File: config.mk
export PLATFORM = sky130hd
export DESIGN_NAME = bphc_norm
export DESIGN_NICKNAME = d
export VERILOG_FILES = /design/src/sv/bphc_pkg.sv /design/src/sv/bphc_norm.sv
export SDC_FILE = /design/constraint.sdc
export NUM_CORES = 1
export LEC_CHECK = 0
export BUFFER_PORTS_ARGS = -buffer_cell sky130_fd_sc_hd__buf_2
export CORE_MARGIN = 3
export CORE_UTILIZATION = 40
export CTS_CLUSTER_SIZE = 14
export DETAILED_ROUTE_END_ITERATION = 6
export GPL_TIMING_DRIVEN = 0
export PLACE_DENSITY = 0.62
export SYNTH_ARGS = -nofsm -noshare
export SYNTH_HDL_FRONTEND = slang
export SYNTH_SLANG_ARGS = --single-unit
File: constraint.sdc
create_clock -name clk -period 10.9 [get_ports clk]
set_input_delay 1.09 -clock clk [delete_from_list [all_inputs] [get_ports clk]]
set_output_delay 1.09 -clock clk [all_outputs]
set_load 0.05 [all_outputs]
File: src/sv/bphc_pkg.sv
// Shared types, constants and helper functions for the bone pose compose block.
package bphc_pkg;

  localparam int MAX_BONES = 256;
  localparam int ADDR_W    = $clog2(MAX_BONES);
  localparam int T_W       = 32;
  localparam int Q_W       = 16;
  localparam int POSE_W    = 3 * T_W + 4 * Q_W;
  localparam int S_W       = 20;
  localparam int SUM_W     = 42;
  localparam int ROOT_W    = SUM_W / 2;
  localparam int QUO_W     = 15;
  localparam int STEP_W    = 5;

  localparam logic signed [Q_W-1:0] Q_ONE = 16'sd16384;

  typedef enum logic [2:0] {
    C_IDLE, C_MUL1, C_SUM1, C_MUL2, C_SUM2, C_NORM, C_OUT
  } core_state_t;

  typedef enum logic [1:0] {
    N_IDLE, N_SQRT, N_DIV
  } norm_state_t;

  typedef struct packed {
    logic                         start;
    logic [SUM_W-1:0]             sq_sum;
    logic [3:0][S_W-1:0]          s;
  } norm_req_t;

  typedef struct packed {
    logic                         done;
    logic [3:0][Q_W-1:0]          q;
  } norm_rsp_t;

  // round half up at bit 14, then drop 14 fraction bits
  function automatic logic signed [39:0] rnd14(input logic signed [53:0] x);
    logic signed [53:0] y;
    y = (x + 54'sd8192) >>> 14;
    return y[39:0];
  endfunction

  function automatic logic signed [T_W-1:0] sat32(input logic signed [43:0] x);
    if (x > 44'sd2147483647) return 32'sh7fffffff;
    if (x < -44'sd2147483648) return 32'sh80000000;
    return x[T_W-1:0];
  endfunction

endpackage

File: src/sv/bphc_norm.sv
// Quaternion normalizer: bit-serial square root, then four shared-step restoring dividers.
module bphc_norm (
  input  logic                  clk,
  input  logic                  rst_n,
  input  bphc_pkg::norm_req_t   req,
  output bphc_pkg::norm_rsp_t   rsp
);
  import bphc_pkg::*;

  norm_state_t        state_r, state_nxt;
  logic [STEP_W-1:0]  cnt_r;
  logic [SUM_W-1:0]   x_r;
  logic [ROOT_W+4:0]  rem_r;
  logic [ROOT_W-1:0]  root_r;
  logic [S_W-1:0]     mag_r [4];
  logic [3:0]         neg_r;
  logic [34:0]        dd_r [4];
  logic [34:0]        dv_r;
  logic [QUO_W-1:0]   quo_r [4];
  logic               done_r;
  logic               zero_r;

  logic [ROOT_W+4:0]  rem_sh;
  logic [ROOT_W+4:0]  trial;
  logic               fit;
  logic               last;

  assign rem_sh = {rem_r[ROOT_W+2:0], x_r[SUM_W-1 -: 2]};
  assign trial  = {3'b000, root_r, 2'b01};
  assign fit    = rem_sh >= trial;
  assign last   = cnt_r == '0;

  always_comb begin
    state_nxt = state_r;
    case (state_r)
      N_IDLE: if (req.start) state_nxt = N_SQRT;
      N_SQRT: if (last) state_nxt = N_DIV;
      N_DIV:  if (last || zero_r) state_nxt = N_IDLE;
      default: state_nxt = N_IDLE;
    endcase
  end

  always_ff @(posedge clk) begin
    if (!rst_n) begin
      state_r <= N_IDLE;
      done_r  <= 1'b0;
    end else begin
      state_r <= state_nxt;
      done_r  <= (state_r == N_DIV) && (last || zero_r);
    end
  end

  always_ff @(posedge clk) begin
    case (state_r)
      N_IDLE: begin
        x_r    <= req.sq_sum;
        rem_r  <= '0;
        root_r <= '0;
        cnt_r  <= STEP_W'(ROOT_W - 1);
        for (int i = 0; i < 4; i++) begin
          neg_r[i] <= req.s[i][S_W-1];
          mag_r[i] <= req.s[i][S_W-1] ? S_W'(-$signed(req.s[i])) : req.s[i];
        end
      end
      N_SQRT: begin
        x_r <= {x_r[SUM_W-3:0], 2'b00};
        if (fit) begin
          rem_r  <= rem_sh - trial;
          root_r <= {root_r[ROOT_W-2:0], 1'b1};
        end else begin
          rem_r  <= rem_sh;
          root_r <= {root_r[ROOT_W-2:0], 1'b0};
        end
        cnt_r <= last ? STEP_W'(QUO_W - 1) : cnt_r - 1'b1;
        if (last) begin
          // seed the dividers with the finished root
          zero_r <= !fit && (root_r == '0);
          dv_r   <= {root_r[ROOT_W-2:0], fit, 14'b0};
          for (int i = 0; i < 4; i++) begin
            dd_r[i]  <= {1'b0, mag_r[i], 14'b0} + 35'({root_r});
            quo_r[i] <= '0;
          end
        end
      end
      N_DIV: begin
        cnt_r <= cnt_r - 1'b1;
        dv_r  <= dv_r >> 1;
        for (int i = 0; i < 4; i++) begin
          if (dd_r[i] >= dv_r) begin
            dd_r[i]  <= dd_r[i] - dv_r;
            quo_r[i] <= {quo_r[i][QUO_W-2:0], 1'b1};
          end else begin
            quo_r[i] <= {quo_r[i][QUO_W-2:0], 1'b0};
          end
        end
      end
      default: ;
    endcase
  end

  always_comb begin
    rsp.done = done_r;
    for (int i = 0; i < 4; i++) begin
      if (zero_r) begin
        rsp.q[i] = (i == 0) ? Q_ONE : '0;
      end else begin
        rsp.q[i] = neg_r[i] ? Q_W'(-$signed({1'b0, quo_r[i]})) : Q_W'(quo_r[i]);
      end
    end
  end
endmodule

==> qor.csv <==
metric,value,unit
ctsRootBufferMaster,clkbuf_16,
synth_area_leaders,"edfxtp_1, ha_1, xnor2_1",
drtPass1Iterations,6,
cp.buffers_inverters,2,
min_to,state_r[0],
start_util,0.408,
io_pins,190,
ir_drop,0.000119,V
post-route-period-util,0.425,
max_slew.worst_pin.slew,0.925,ns
rsz0062_at_grt,no,
synth_seq_cells,415,
min_path_type,flop to flop,
crit_arrival,4.76,ns
yosysWarnings,0,
p_leak,13.3,nW
worstHoldStart,state_r[0],
antenna_left,0,
path_class,flop to flop,
cp.required,11.03,ns
synthToLayoutAreaGrowth,13.2,%
status,completed,
yosysTopAreaCellShare,0.419,
crit_fanout,35,
cts_buffers,47,
antenna_found_initial,2,
cts_resized,0,
grt_overflow,0,
cts_tree,done,
clk_path_buf_depth,3,
finalInstanceArea,0.0334,mm^2
seq_area_frac_synth,0.421,
drc,0,
hpwl,59900,um
regToRegSetupSlack,6.27,ns
fin_worst_skew,0.0282,ns
cpLargestDelayFamily,compound AO/OA/AOI/OAI gates,
slew_violations,0,
die_width,278,um
syn_area_per_cell,9.87,um^2
cp_slowest_cell,edfxtp_1,
p_total,5.13,mW
clock_sinks,415,
cts_hold_buf,0,
drt_iter0_markers,1959,
maxCapViolCount,0,
post_cts_buffers,0,
die_h,278,um
synth_flop_cell,edfxtp_1,
syn_area,0.0295,mm^2
post-place-ws,6.29,ns
layout_min_cycle_time,4.63,ns
clock_latency,0.62,ns
design.core.area,0.0722,mm^2
async_reset_ff_frac,0,
cpPeakStageDelay,0.64,ns
grt_pass1_wl,125000,um
final_nets,3569,
setup_slack,6.27,ns
drive_gt1_frac,0.115,
slew-limit-headroom,0.381,
worstSetupEndpointType,flop,
reg2reg_from,dv_r[1],
grt_pass1_vias,21900,
diodes,0,
reg2reg_to,dd_r[3][20],
stdcell_count,4217,
placed_cell_area,0.0318,mm^2
max_clock_freq,216,MHz
power_density,154,mW/mm^2
dpl.cell_count,4133,
synthesis.nets,3324,
ys_types,80,
die_area,0.0770,mm^2
synth-edff-count,412,
vias_per_cell,5.53,
routed-via-count,23300,
setup_viol,0,
wl,82100,um
wire_per_inst,19.5,um
r2r_cells,11,
yosysTopAreaCell,edfxtp_1,
finalHoldViolCount,0,
crit_chain,inv_1 -> ha_1 -> nor2b_1 -> o21bai_1 -> a311oi_1 -> o31a_1 -> a31o_2 -> a221o_1 -> a2bb2oi_4 -> buf_2 -> nand2_2,
grt_max_degree,56,
cts_max_level,2,
clk_pin_slew,0.06,ns
crit_path_start_kind,flop,
holdPathStages,2,
timing.setup.tns,0,ns
rows,98,
port_buffers,189,
postSynthCellCount,2987,
place_congestion,0.906,
grt_use_total,0.206,
synthesized netlist by cell type, types with 13 or more instances:
cell and n:
edfxtp_1 412, nand2_1 258, nor2_1 222, ha_1 204, o21ai_0 201, xnor2_1 189, a21oi_1 185, inv_1 161
xor2_1 128, a21o_1 102, mux2i_1 87, nand3_1 77, clkbuf_1 65, and2_1 61, mux2_2 46, nor3_1 43
nand2b_1 41, o31ai_1 38, and3_1 37, nand4_1 33, nor2b_1 33, or4_1 28, a31oi_1 27, or3_1 25
o21a_1 24, a211oi_1 21, nor4_1 16, a21boi_0 14, o211ai_1 14, o21bai_1 14, o41ai_1 13
metal layers:
layer,global-route usage,up-vias,share of wire
li1,-,11400,-
met1,0.285,11000,0.45
met2,0.327,697,0.44
met3,0.0357,125,0.073
met4,0.0693,0,0.036
met5,0,-,0
cell usage in the layout (no fill, tap or decap), types with 13 or more instances in the layout:
| master | Yosys | final |
|---|---|---|
| nand2b_1 | 41 | 38 |
| o21bai_1 | 14 | 14 |
| a31oi_1 | 27 | 27 |
| o41ai_1 | 13 | 13 |
| o21ai_0 | 201 | 200 |
| o211ai_1 | 14 | 14 |
| xnor2_1 | 189 | 189 |
| clkbuf_1 | 65 | 67 |
| a211oi_1 | 21 | 21 |
| a21o_1 | 102 | 102 |
| nand4_1 | 33 | 33 |
| or3_1 | 25 | 25 |
| mux2i_1 | 87 | 87 |
| a21oi_1 | 185 | 185 |
| mux2_2 | 46 | 46 |
| o31ai_1 | 38 | 38 |
| xor2_1 | 128 | 128 |
| buf_2 | 12 | 201 |
| or4_1 | 28 | 28 |
| inv_1 | 161 | 161 |
| a21boi_0 | 14 | 14 |
| edfxtp_1 | 412 | 412 |
| nor4_1 | 16 | 16 |
| nand3_1 | 77 | 77 |
| and2_1 | 61 | 61 |
| nor2_1 | 222 | 222 |
| clkbuf_16 | 0 | 47 |
| nor3_1 | 43 | 43 |
| and3_1 | 37 | 37 |
| nor2b_1 | 33 | 33 |
| o21a_1 | 24 | 24 |
| nand2_1 | 258 | 256 |
| ha_1 | 204 | 203 |
flip-flops by register name, indices dropped and copies added, names as in the netlist:
name	count
state_r	2
x_r	42
mag_r	80
quo_r	60
zero_r	1
neg_r	4
rem_r	24
cnt_r	5
root_r	21
dv_r	35
dd_r	140
done_r	1
final cells by class:
cell class / instances / area (um^2)
Buffer: 96 / 433
Clock buffer: 49 / 1180
Clock inverter: 35 / 360
Fill cell: 6817 / 38800
Inverter: 162 / 608
Multi-Input combinational cell: 2314 / 16100
Sequential cell: 415 / 12400
Tap cell: 950 / 1190
Timing Repair Buffer: 196 / 1120
tightest hold or removal path: stages, from the launching register on:
cell	delay [ns]
dfxtp_1	0.38
a21oi_1	0.06
nor2_1	0.07
per-stage QoR:
step                       util  hold WS (ns)
after floorplan               -         0.491
after global placement    0.438         0.526
after detailed placement  0.441         0.521
after CTS                 0.462         0.536
after global routing      0.462         0.552
final                     0.462         0.536
worst max-delay path by stage:
stage / startpoint / to / slack, ns / depth (start not counted)
floorplan: state_r[0] / rem_r[0] / 6.66 / 3
global placement: state_r[0] / dv_r[29] / 4.69 / 6
detailed placement: dv_r[1] / dd_r[3][28] / 6.29 / 11
CTS: dv_r[1] / dd_r[3][31] / 6.27 / 11
global route: dv_r[1] / dd_r[3][26] / 6.02 / 11
finish: dv_r[1] / dd_r[3][20] / 6.27 / 11
cells by family after synthesis:
logic type	after synthesis	synth area share
AOI/OAI and AO/OA	731	0.157
xor gates and xnor gates	317	0.0941
adders and majority gates	212	0.0920
buffers and inverters	258	0.0353
DFF	415	0.421
muxes	137	0.0486
and+or+nand+nor	917	0.152
power by group:
group / switching [mW] / leakage (nW) / internal, mW
clock: 0.698 / 0.743 / 0.918
combinational: 0.881 / 8.46 / 0.559
sequential: 0.111 / 4.04 / 1.97
(Power assumes the default switching activity.)
